### src/rtl/core/histogram_contrast_stretch_assert.svh
// ----------------------------------------------------------------------------
// Histogram contrast stretch assertion macros
// Shared concurrent property forms for the contrast stretch block.
// ----------------------------------------------------------------------------
`ifndef HISTOGRAM_CONTRAST_STRETCH_ASSERT_SVH
`define HISTOGRAM_CONTRAST_STRETCH_ASSERT_SVH

// antecedent implies consequent in the same cycle
`define HCS_ASSERT_SAME(label, clk, rstn, ante, cons) \
    label: assert property (@(posedge clk) disable iff (!(rstn)) (ante) |-> (cons)) \
        else $error("hcs: same-cycle property failed");

// antecedent implies consequent in the next cycle
`define HCS_ASSERT_NEXT(label, clk, rstn, ante, cons) \
    label: assert property (@(posedge clk) disable iff (!(rstn)) (ante) |=> (cons)) \
        else $error("hcs: next-cycle property failed");

`endif

### src/rtl/core/hcs_pkg.sv
// ----------------------------------------------------------------------------
// hcs_pkg
// Types and constants shared by the contrast stretch lanes and merge stage.
// ----------------------------------------------------------------------------
package hcs_pkg;

    localparam int NUM_LANES = 3;
    localparam logic [7:0] LEVEL_MAX = 8'hFF;
    localparam logic [7:0] LEVEL_MIN = 8'h00;

    typedef logic [1:0] req_t;
    localparam req_t REQ_START   = 2'd0;
    localparam req_t REQ_COLLECT = 2'd1;
    localparam req_t REQ_MAP     = 2'd2;

    typedef enum logic [1:0] {
        L_IDLE,
        L_DIV,
        L_DONE
    } lane_state_t;

    typedef struct packed {
        logic clear;
        logic collect;
        logic map;
        logic active;
        logic any_seen;
    } lane_cmd_t;

    typedef struct packed {
        logic       done;
        logic [7:0] level;
    } lane_stat_t;

endpackage

### src/rtl/core/hcs_lane.sv
// ----------------------------------------------------------------------------
// hcs_lane
// One color channel: keeps its low/high limits and stretches a level with a
// restoring divider that retires one quotient bit per cycle.
// ----------------------------------------------------------------------------
module hcs_lane (
    input  logic                  aclk,
    input  logic                  aresetn,
    input  hcs_pkg::lane_cmd_t    cmd,
    input  logic [7:0]            pix,
    input  logic                  take,
    output hcs_pkg::lane_stat_t   stat
);

    hcs_pkg::lane_state_t state_reg, state_next;
    logic [7:0]  low_reg, low_next;
    logic [7:0]  high_reg, high_next;
    logic [7:0]  rem_reg, rem_next;
    logic [7:0]  quo_reg, quo_next;
    logic [7:0]  div_reg, div_next;
    logic [2:0]  cnt_reg, cnt_next;

    logic [7:0]  span;
    logic [7:0]  diff;
    logic [15:0] num;
    logic [8:0]  trial;
    logic [8:0]  trial_sub;
    logic        trial_ge;

    assign span      = high_reg - low_reg;
    assign diff      = pix - low_reg;
    // 255 * diff
    assign num       = {diff, 8'h00} - {8'h00, diff};
    assign trial     = {rem_reg, quo_reg[7]};
    assign trial_ge  = trial >= {1'b0, div_reg};
    assign trial_sub = trial - {1'b0, div_reg};

    always_comb begin
        state_next = state_reg;
        low_next   = low_reg;
        high_next  = high_reg;
        rem_next   = rem_reg;
        quo_next   = quo_reg;
        div_next   = div_reg;
        cnt_next   = cnt_reg;
        unique case (state_reg)
            hcs_pkg::L_IDLE: begin
                if (cmd.clear) begin
                    low_next  = hcs_pkg::LEVEL_MAX;
                    high_next = hcs_pkg::LEVEL_MIN;
                end else if (cmd.collect && cmd.active) begin
                    if (pix < low_reg) begin
                        low_next = pix;
                    end
                    if (pix > high_reg) begin
                        high_next = pix;
                    end
                end else if (cmd.map) begin
                    state_next = hcs_pkg::L_DONE;
                    if (!cmd.active) begin
                        quo_next = hcs_pkg::LEVEL_MIN;
                    end else if (!cmd.any_seen || high_reg <= low_reg) begin
                        quo_next = pix;
                    end else if (pix <= low_reg) begin
                        quo_next = hcs_pkg::LEVEL_MIN;
                    end else if (pix >= high_reg) begin
                        quo_next = hcs_pkg::LEVEL_MAX;
                    end else begin
                        rem_next   = num[15:8];
                        quo_next   = num[7:0];
                        div_next   = span;
                        cnt_next   = 3'd7;
                        state_next = hcs_pkg::L_DIV;
                    end
                end
            end
            hcs_pkg::L_DIV: begin
                rem_next = trial_ge ? trial_sub[7:0] : trial[7:0];
                quo_next = {quo_reg[6:0], trial_ge};
                cnt_next = cnt_reg - 3'd1;
                if (cnt_reg == 3'd0) begin
                    state_next = hcs_pkg::L_DONE;
                end
            end
            hcs_pkg::L_DONE: begin
                if (take) begin
                    state_next = hcs_pkg::L_IDLE;
                end
            end
            default: begin
                state_next = hcs_pkg::L_IDLE;
            end
        endcase
    end

    always_ff @(posedge aclk) begin
        if (!aresetn) begin
            state_reg <= hcs_pkg::L_IDLE;
            low_reg   <= hcs_pkg::LEVEL_MAX;
            high_reg  <= hcs_pkg::LEVEL_MIN;
        end else begin
            state_reg <= state_next;
            low_reg   <= low_next;
            high_reg  <= high_next;
        end
    end

    always_ff @(posedge aclk) begin
        rem_reg <= rem_next;
        quo_reg <= quo_next;
        div_reg <= div_next;
        cnt_reg <= cnt_next;
    end

    assign stat.done  = (state_reg == hcs_pkg::L_DONE);
    assign stat.level = quo_reg;

endmodule

### src/rtl/core/hcs_merge.sv
// ----------------------------------------------------------------------------
// hcs_merge
// Waits for all lanes, packs their levels into the output word register.
// ----------------------------------------------------------------------------
module hcs_merge (
    input  logic                  aclk,
    input  logic                  aresetn,
    input  hcs_pkg::lane_stat_t   stat [hcs_pkg::NUM_LANES],
    input  logic                  m_tready,
    output logic                  m_tvalid,
    output logic [23:0]           m_tdata,
    output logic                  take
);

    logic        valid_reg, valid_next;
    logic [23:0] data_reg, data_next;
    logic        all_done;

    assign all_done = stat[0].done && stat[1].done && stat[2].done;
    assign take     = all_done && (!valid_reg || m_tready);

    always_comb begin
        valid_next = valid_reg;
        data_next  = data_reg;
        if (take) begin
            valid_next = 1'b1;
            data_next  = {stat[2].level, stat[1].level, stat[0].level};
        end else if (m_tready) begin
            valid_next = 1'b0;
        end
    end

    always_ff @(posedge aclk) begin
        if (!aresetn) begin
            valid_reg <= 1'b0;
        end else begin
            valid_reg <= valid_next;
        end
    end

    always_ff @(posedge aclk) begin
        data_reg <= data_next;
    end

    assign m_tvalid = valid_reg;
    assign m_tdata  = data_reg;

endmodule

### src/rtl/core/histogram_contrast_stretch.sv
// ----------------------------------------------------------------------------
// histogram_contrast_stretch
// Start and collect words: one per cycle unless a map is pending; no
// output. Map word: a level saturates, passes through or runs the per-lane
// divider; the next word is taken once the result is merged.
// aresetn clears limits to 255/0, gray_mode, and all handshake state.
// ----------------------------------------------------------------------------
`include "histogram_contrast_stretch_assert.svh"

module histogram_contrast_stretch (
    input  logic        aclk,
    input  logic        aresetn,
    input  logic        cfg_valid,
    output logic        cfg_ready,
    input  logic        cfg_data,      // gray_mode
    input  logic        s_tvalid,
    output logic        s_tready,
    input  logic [23:0] s_tdata,       // red_or_gray, green_in, blue_in
    input  logic [1:0]  s_tuser,       // req_type
    output logic        m_tvalid,
    input  logic        m_tready,
    output logic [23:0] m_tdata        // red_or_gray_out, green_out, blue_out
);

    logic gray_reg, gray_next;
    logic any_seen_reg, any_seen_next;
    logic busy_reg, busy_next;
    logic accept;
    logic take;

    hcs_pkg::lane_cmd_t  cmd  [hcs_pkg::NUM_LANES];
    hcs_pkg::lane_stat_t stat [hcs_pkg::NUM_LANES];

    assign cfg_ready = 1'b1;
    assign s_tready  = !busy_reg;
    assign accept    = s_tvalid && s_tready;

    always_comb begin
        gray_next     = gray_reg;
        any_seen_next = any_seen_reg;
        busy_next     = busy_reg;
        if (cfg_valid && cfg_ready) begin
            gray_next = cfg_data;
        end
        if (take) begin
            busy_next = 1'b0;
        end
        if (accept) begin
            unique case (s_tuser)
                hcs_pkg::REQ_START:   any_seen_next = 1'b0;
                hcs_pkg::REQ_COLLECT: any_seen_next = 1'b1;
                hcs_pkg::REQ_MAP:     busy_next     = 1'b1;
                default:              any_seen_next = any_seen_reg;
            endcase
        end
    end

    always_ff @(posedge aclk) begin
        if (!aresetn) begin
            gray_reg     <= 1'b0;
            any_seen_reg <= 1'b0;
            busy_reg     <= 1'b0;
        end else begin
            gray_reg     <= gray_next;
            any_seen_reg <= any_seen_next;
            busy_reg     <= busy_next;
        end
    end

    for (genvar i = 0; i < hcs_pkg::NUM_LANES; i++) begin : g_lane
        assign cmd[i].clear    = accept && (s_tuser == hcs_pkg::REQ_START);
        assign cmd[i].collect  = accept && (s_tuser == hcs_pkg::REQ_COLLECT);
        assign cmd[i].map      = accept && (s_tuser == hcs_pkg::REQ_MAP);
        assign cmd[i].active   = (i == 0) || !gray_reg;
        assign cmd[i].any_seen = any_seen_reg;

        hcs_lane u_lane (
            .aclk    (aclk),
            .aresetn (aresetn),
            .cmd     (cmd[i]),
            .pix     (s_tdata[8*i +: 8]),
            .take    (take),
            .stat    (stat[i])
        );
    end

    hcs_merge u_merge (
        .aclk     (aclk),
        .aresetn  (aresetn),
        .stat     (stat),
        .m_tready (m_tready),
        .m_tvalid (m_tvalid),
        .m_tdata  (m_tdata),
        .take     (take)
    );

    `HCS_ASSERT_NEXT(a_map_blocks_input, aclk, aresetn,
        accept && (s_tuser == hcs_pkg::REQ_MAP), !s_tready)
    `HCS_ASSERT_NEXT(a_collect_sets_seen, aclk, aresetn,
        accept && (s_tuser == hcs_pkg::REQ_COLLECT), any_seen_reg)
    `HCS_ASSERT_SAME(a_take_only_when_busy, aclk, aresetn,
        take, busy_reg && stat[0].done && stat[1].done && stat[2].done)

endmodule

### config.mk
export PLATFORM = sky130hd
export DESIGN_NAME = histogram_contrast_stretch
export DESIGN_NICKNAME = d
export VERILOG_FILES = /design/src/rtl/core/hcs_pkg.sv /design/src/rtl/core/hcs_lane.sv /design/src/rtl/core/hcs_merge.sv /design/src/rtl/core/histogram_contrast_stretch.sv
export VERILOG_INCLUDE_DIRS = /design/src /design/src/rtl/core
export SDC_FILE = /design/constraint.sdc
export NUM_CORES = 1
export LEC_CHECK = 0
export BUFFER_PORTS_ARGS = -buffer_cell sky130_fd_sc_hd__buf_2
export CORE_ASPECT_RATIO = 0.9
export CORE_MARGIN = 4
export CORE_UTILIZATION = 25
export CTS_CLUSTER_SIZE = 24
export DETAILED_ROUTE_END_ITERATION = 12
export GPL_TIMING_DRIVEN = 0
export MAX_ROUTING_LAYER = met4
export PLACE_DENSITY = 0.5
export SLEW_MARGIN = 20
export SYNTH_ARGS = -nofsm -noshare
export SYNTH_HDL_FRONTEND = slang
export SYNTH_SLANG_ARGS = --single-unit
export TNS_END_PERCENT = 20
### constraint.sdc
create_clock -name aclk -period 3.47 [get_ports aclk]
set_clock_uncertainty 0.15 [all_clocks]
set_input_delay 0 -clock aclk [delete_from_list [all_inputs] [get_ports aclk]]
set_output_delay 0 -clock aclk [all_outputs]
set_load 0.01 [all_outputs]
# Yosys cells after proc, flatten, opt, wreduce, memory -nomap -nowiden
# Cells that the tools add are included.
[word_totals]
reg_bits = 163
in_bits = 32
out_inout_bits = 27
elab_cells = 284
[op_classes]
n_addsub = 15
magnitude_cmp = 18
eq_ne = 34
n_mux = 123
bitwise = 13
reduce_logical = 55
[op_table]
columns = ["cell", "n"]
rows = [
  ["$mux W8", 61],
  ["$pmux W8 S2", 6],
  ["$sub A8 B8 Y8", 9],
  ["$mux W3", 20],
  ["$le A8 B8 Y1", 6],
  ["$mux W2", 24],
  ["$sub A16 B8 Y16", 3],
  ["$ne A2 B2 Y1 const B", 23],
  ["$reduce_and A8 Y1", 4],
  ["$ge A9 B8 Y1", 3],
  ["$reduce_bool A2 Y1", 13],
  ["$ge A8 B8 Y1", 3],
  ["$gt A8 B8 Y1", 3],
  ["$lt A8 B8 Y1", 3],
  ["$pmux W2 S3", 3],
  ["$pmux W3 S2", 3],
  ["$reduce_and A3 Y1", 6],
  ["$reduce_and A5 Y1", 3],
  ["$reduce_and A7 Y1", 2],
  ["$not A1 Y1", 13],
  ["$reduce_and A4 Y1", 3],
  ["$logic_not A3 Y1", 3],
  ["$sub A3 B1 Y3 const B", 3],
  ["$eq A2 B1 Y1 const B", 4],
  ["9 further kinds", 34],
]

# Depth between registers and ports, before layout
[logic_depth]
word_depth = 10
ltp_mapped = 11
mapped_depth_nobuf = 11

# By module
# From an unflattened synthesis, not the netlist that was laid out.
[unflattened]
cells_unflattened = 1243
hier_area_um2 = 11602.4
[by_module_without_submodules]
columns = ["mod", "n_inst", "cells_per_inst", "area_per_inst_um2", "seq_area_each_um2"]
rows = [
  ["hcs_lane (g_lane[0].u_lane)", 1, 409, 3612.2, 1171.1],
  ["hcs_lane (g_lane[2].u_lane)", 1, 394, 3548.4, 1171.1],
  ["hcs_lane (g_lane[1].u_lane)", 1, 393, 3499.6, 1171.1],
  ["hcs_merge", 1, 29, 769.5, 740.7],
  ["histogram_contrast_stretch", 1, 18, 172.7, 60.1],
]

# Least setup slack after synthesis
# No wires, ideal clock.
[synth_timing]
path_kind = "reg2reg"
startpoint = "register g_lane[1].u_lane.high_reg[0]"
endpoint = "register g_lane[1].u_lane.cnt_reg[0], enable pin"
setup_ns = 0.382
t_arrival_ns = 3.047
required_time_ns = 2.938
setup_slack_ns = -0.110
stages_incl_launch_ff = 11
n_path_buf = 0
synth_period_minus_slack_ns = 3.580
cell_sequence = "dfxtp_1 inv_1 ha_1 fa_1 nor2b_1 o31a_1 o21ai_0 a21oi_1 nand2_1 or4_1 a21oi_1"
[synth_via]
elab_chain_len = 4
elab_cells_between_ends = 6
cone_classes = "order compare (2); eq/ne (2); reduce/logical (2)"
[synth_rtl]
columns = ["element", "line", "rtl"]
rows = [
  ["start, declared", "hcs_lane.sv:17", "logic [7:0] high_reg, high_next;"],
  ["start signal, assigned", "hcs_lane.sv:100", "high_reg <= hcs_pkg::LEVEL_MIN;"],
  ["start signal, assigned", "hcs_lane.sv:104", "high_reg <= high_next;"],
  ["$le A8 B8 Y1", "hcs_lane.sv:62", "end else if (!cmd.any_seen || high_reg <= low_reg) begin"],
  ["$logic_or A1 B1 Y1", "hcs_lane.sv:62", ""],
  ["$ne A2 B2 Y1 (no line)", "-", ""],
  ["$reduce_and A8 Y1 (no line) (*)", "-", ""],
  ["end signal, assigned", "hcs_lane.sv:112", "cnt_reg <= cnt_next;"],
  ["end, declared", "hcs_lane.sv:21", "logic [2:0] cnt_reg, cnt_next;"],
]
# Mark *: on every way between the ends. The rest lies on a longest branch, timed or not.
# A chain may end at the register's enable or synchronous reset.

# Worst setup path in the final report
# Ends and elaborated chain as after synthesis.

==> results.json <==
{
  "status": "finished clean",
  "holdPathStages": 5,
  "fin_nets": 1533,
  "drive_above_1_share_pct": 11.5,
  "worstPathCellList": "inv_1 -> ha_1 -> fa_1 -> nor2b_2 -> o31a_1 -> o21ai_0 -> a21oi_2 -> nand2_2 -> or4_1 -> a21oi_4 -> buf_12",
  "worstPathRequired_ps": 3480,
  "setup_ws_ps": 170,
  "whs_endpoint": "g_lane[1].u_lane.state_reg[1]",
  "ff2ff_path_depth": 11,
  "holdWs_ps": 76.9,
  "ys.flop_type": "edfxtp_1",
  "critPathCaptureType": "register",
  "fmax_mhz": 303,
  "numClockSinks": 163,
  "cts_max_level": 4,
  "fp.dieW_um": 234,
  "synth_fp_nets": 1415,
  "core_um2": 45400,
  "post-route-period-util_pct": 95.1,
  "r2r_slack_ps": 170,
  "worst_pin_slew_ps": 1070,
  "drc_errors": 0,
  "yosys.area_share.simple_pct": 18.5,
  "synth_cells": 1266,
  "synthXorXnorAreaFrac_pct": 3.58,
  "initial_core_util_pct": 25.3,
  "row_count": 74,
  "min_period_ps": 3300,
  "routabilityCongestion": 0.889,
  "hp-start": "s_tvalid",
  "hp-class": "input port to register",
  "antenna_found_initial": 2,
  "numCtsBuffers": 17,
  "pre_cts_slack_ps": -595,
  "ir_drop_uv": 348,
  "cts_root_buf": "clkbuf_16",
  "synthMuxAreaShare_pct": 2.43,
  "hold_violations": 0,
  "power.density_nw_per_um2": 351,
  "ys_types": 79,
  "die_area_um2": 49400,
  "die_h_um": 211,
  "area_delta_synth_final_pct": 19.1,
  "grt_pass1_vias": 9417,
  "grt_overflow_total": 0,
  "first_pass_iters": 5,
  "cts_buffer_depth": 2,
  "grt_usage_pct": 13.8,
  "setup_viol": 0,
  "synth_top_family_by_area": "compound AO/OA/AOI/OAI gates",
  "start_kind": "register",
  "hpwl_um": 26000,
  "grt_max_degree": 17,
  "arrival_ps": 3310,
  "rsz0062_at_grt": "true",
  "ys_ff_latch": 163,
  "vias": 9594,
  "ys_seq_area_share_pct": 37.6,
  "clk_pin_slew_ps": 70,
  "synth-async-reset-ratio_pct": 0,
  "drt_iter0_drc": 698,
  "grt_pass1_wl_um": 51800,
  "wl_um": 32700,
  "cts_tree": "built",
  "ios": 59,
  "cap_violations": 0,
  "critPathMaxFanout": 11,
  "max_stage_delay_ps": 580,
  "clk_latency_ps": 450,
  "worstSetupPathType": "register to register",
  "yosys.area_share.adder_pct": 13.3,
  "rr_endpoint": "g_lane[1].u_lane.cnt_reg[0]",
  "synth_compound_area_share_pct": 19.2,
  "ant_nets": 0,
  "synth_edf_count": 105,
  "ys_warn_count": 0,
  "r2r-start": "g_lane[1].u_lane.high_reg[0]",
  "cpMaxStageDelayCell": "or4_1",
  "portBuffers": 56,
  "maxSlewViolCount": 0,
  "viasPerCell": 4.78,
  "wl_per_cell_um": 16.3,
  "avgSynthCellArea_um2": 9.07,
  "syn-cell-area_um2": 11500,
  "slew_headroom_pct": 27.8,
  "power_leakage_nw": 5.52
}
[logic make-up after synthesis]
family,count (synthesis)
and+or+nand+nor,414
AOI/OAI and AO/OA,340
DFF,163
buffers and inverters,157
adders and majority gates,117
xor gates and xnor gates,47
muxes,27
other,1
[cells in the mapped netlist, types with 5 or more instances]
| cell | n | area (um2) |
|---|---|---|
| inv_1 | 118 | 443 |
| nor2_1 | 109 | 409 |
| ha_1 | 108 | 1350 |
| edfxtp_1 | 105 | 3150 |
| o21ai_0 | 93 | 465 |
| nand2_1 | 84 | 315 |
| a21oi_1 | 69 | 345 |
| dfxtp_1 | 58 | 1160 |
| nor2b_1 | 38 | 238 |
| nor3_1 | 35 | 175 |
| clkbuf_1 | 33 | 124 |
| xnor2_1 | 31 | 272 |
| nand2b_1 | 25 | 156 |
| nand4_1 | 22 | 138 |
| a211oi_1 | 20 | 150 |
| mux2i_1 | 20 | 200 |
| nand3_1 | 20 | 100 |
| a21boi_0 | 18 | 135 |
| o21a_1 | 18 | 135 |
| a21o_1 | 17 | 128 |
| xor2_1 | 16 | 140 |
| a31oi_1 | 14 | 87.6 |
| nor4_1 | 12 | 75.1 |
| o211ai_1 | 10 | 75.1 |
| fa_1 | 9 | 180 |
| o22ai_1 | 9 | 56.3 |
| and2_1 | 8 | 50.1 |
| and3_1 | 8 | 50.1 |
| o31ai_1 | 8 | 60.1 |
| or2_2 | 8 | 50.1 |
| or3b_2 | 8 | 70.1 |
| a22oi_1 | 7 | 52.6 |
| mux2_2 | 7 | 78.8 |
| nor3b_1 | 6 | 45.0 |
| or3_1 | 6 | 37.5 |
| and4_1 | 5 | 43.8 |
| o2111ai_1 | 5 | 43.8 |
[layout by cell type, fill, tap and decap left out, types with 9 or more instances in the layout]
cell type,instances
xnor2_1,30
o22ai_1,9
a21oi_1,66
a21o_1,17
xor2_1,14
dfxtp_1,58
nand2_1,83
edfxtp_1,105
fa_1,9
dlygate4sd3_1,34
nand4_1,22
nor2b_1,36
a31oi_1,14
o21ai_0,93
ha_1,108
nor2_1,108
nand3_1,20
o211ai_1,10
clkbuf_1,33
inv_1,119
a211oi_1,19
clkbuf_16,19
o21a_1,17
nand2b_1,25
buf_2,61
nor3_1,34
mux2i_1,20
nor4_1,10
a21boi_0,18
[stage by stage]
stage          util, %  instances  total power, W  area [um2]  setup TNS (ps)
6_report          30.1       2006         0.00479       13700               0
5_1_grt           30.1       2006         0.00503       13700           -65.0
4_1_cts           29.9       2000         0.00484       13600           -1180
3_5_place_dp      27.7       1932         0.00294       12600          -23950
3_3_place_gp      27.6       1930         0.00293       12500          -46770
2_1_floorplan        -       1266         0.00270       11500               0
[critical path, delay by kind of cell, from the launching register on]
family	cells	cell delay (ps)
compound gates	4	700
fa+ha+maj	2	710
simple gates	3	880
flops	1	360
buf+inv	2	200
[worst max-delay path by stage]
stage,startpoint,to,slack (ps),depth (start not counted)
after floorplan,g_lane[1].u_lane.high_reg[0],g_lane[1].u_lane.div_reg[0],4,9
after global placement,g_lane[1].u_lane.high_reg[0],g_lane[1].u_lane.div_reg[2],-920,9
after detailed placement,g_lane[1].u_lane.high_reg[0],g_lane[1].u_lane.cnt_reg[2],-590,10
after CTS,g_lane[0].u_lane.high_reg[0],g_lane[0].u_lane.rem_reg[2],-80,9
after global routing,g_lane[0].u_lane.low_reg[0],g_lane[0].u_lane.quo_reg[0],-60,10
final,g_lane[1].u_lane.high_reg[0],g_lane[1].u_lane.cnt_reg[0],170,11
[area by class of cell]
class | instances | area (um2)
Buffer | 39 | 163
Multi-Input combinational cell | 946 | 6690
Clock buffer | 19 | 475
Sequential cell | 163 | 4310
Timing Repair Buffer | 99 | 731
Tap cell | 608 | 761
Clock inverter | 13 | 93.8
Antenna cell | 1 | 2.50
Inverter | 118 | 443
Fill cell | 4834 | 31700
[timing repair]
item | CTS | global route
hold endpoints to repair | 78 | 0
hold buffers | 34 | 0
pin swaps | 3 | 3
buffers inserted | 2 | 5
resized for setup | 10 | 12
endpoints found under the setup margin | 63 | 79
[where the power goes]
group	switching, W	internal (W)
registers	0.0000278	0.00211
clock network	0.000846	0.00101
logic	0.000479	0.000322
total	0.00135	0.00344
[routing by layer]
layer  vias to the layer above  global-route usage, %  share of wire (%)
li1                       4845                      -                  -
met1                      4531                   19.1                 50
met2                       184                   20.9                 44
met3                        34                   2.41                4.2
met4                         0                   3.48                1.5
met5                         -                      -                  0
Note: power is estimated with default switching activity, not from simulation.
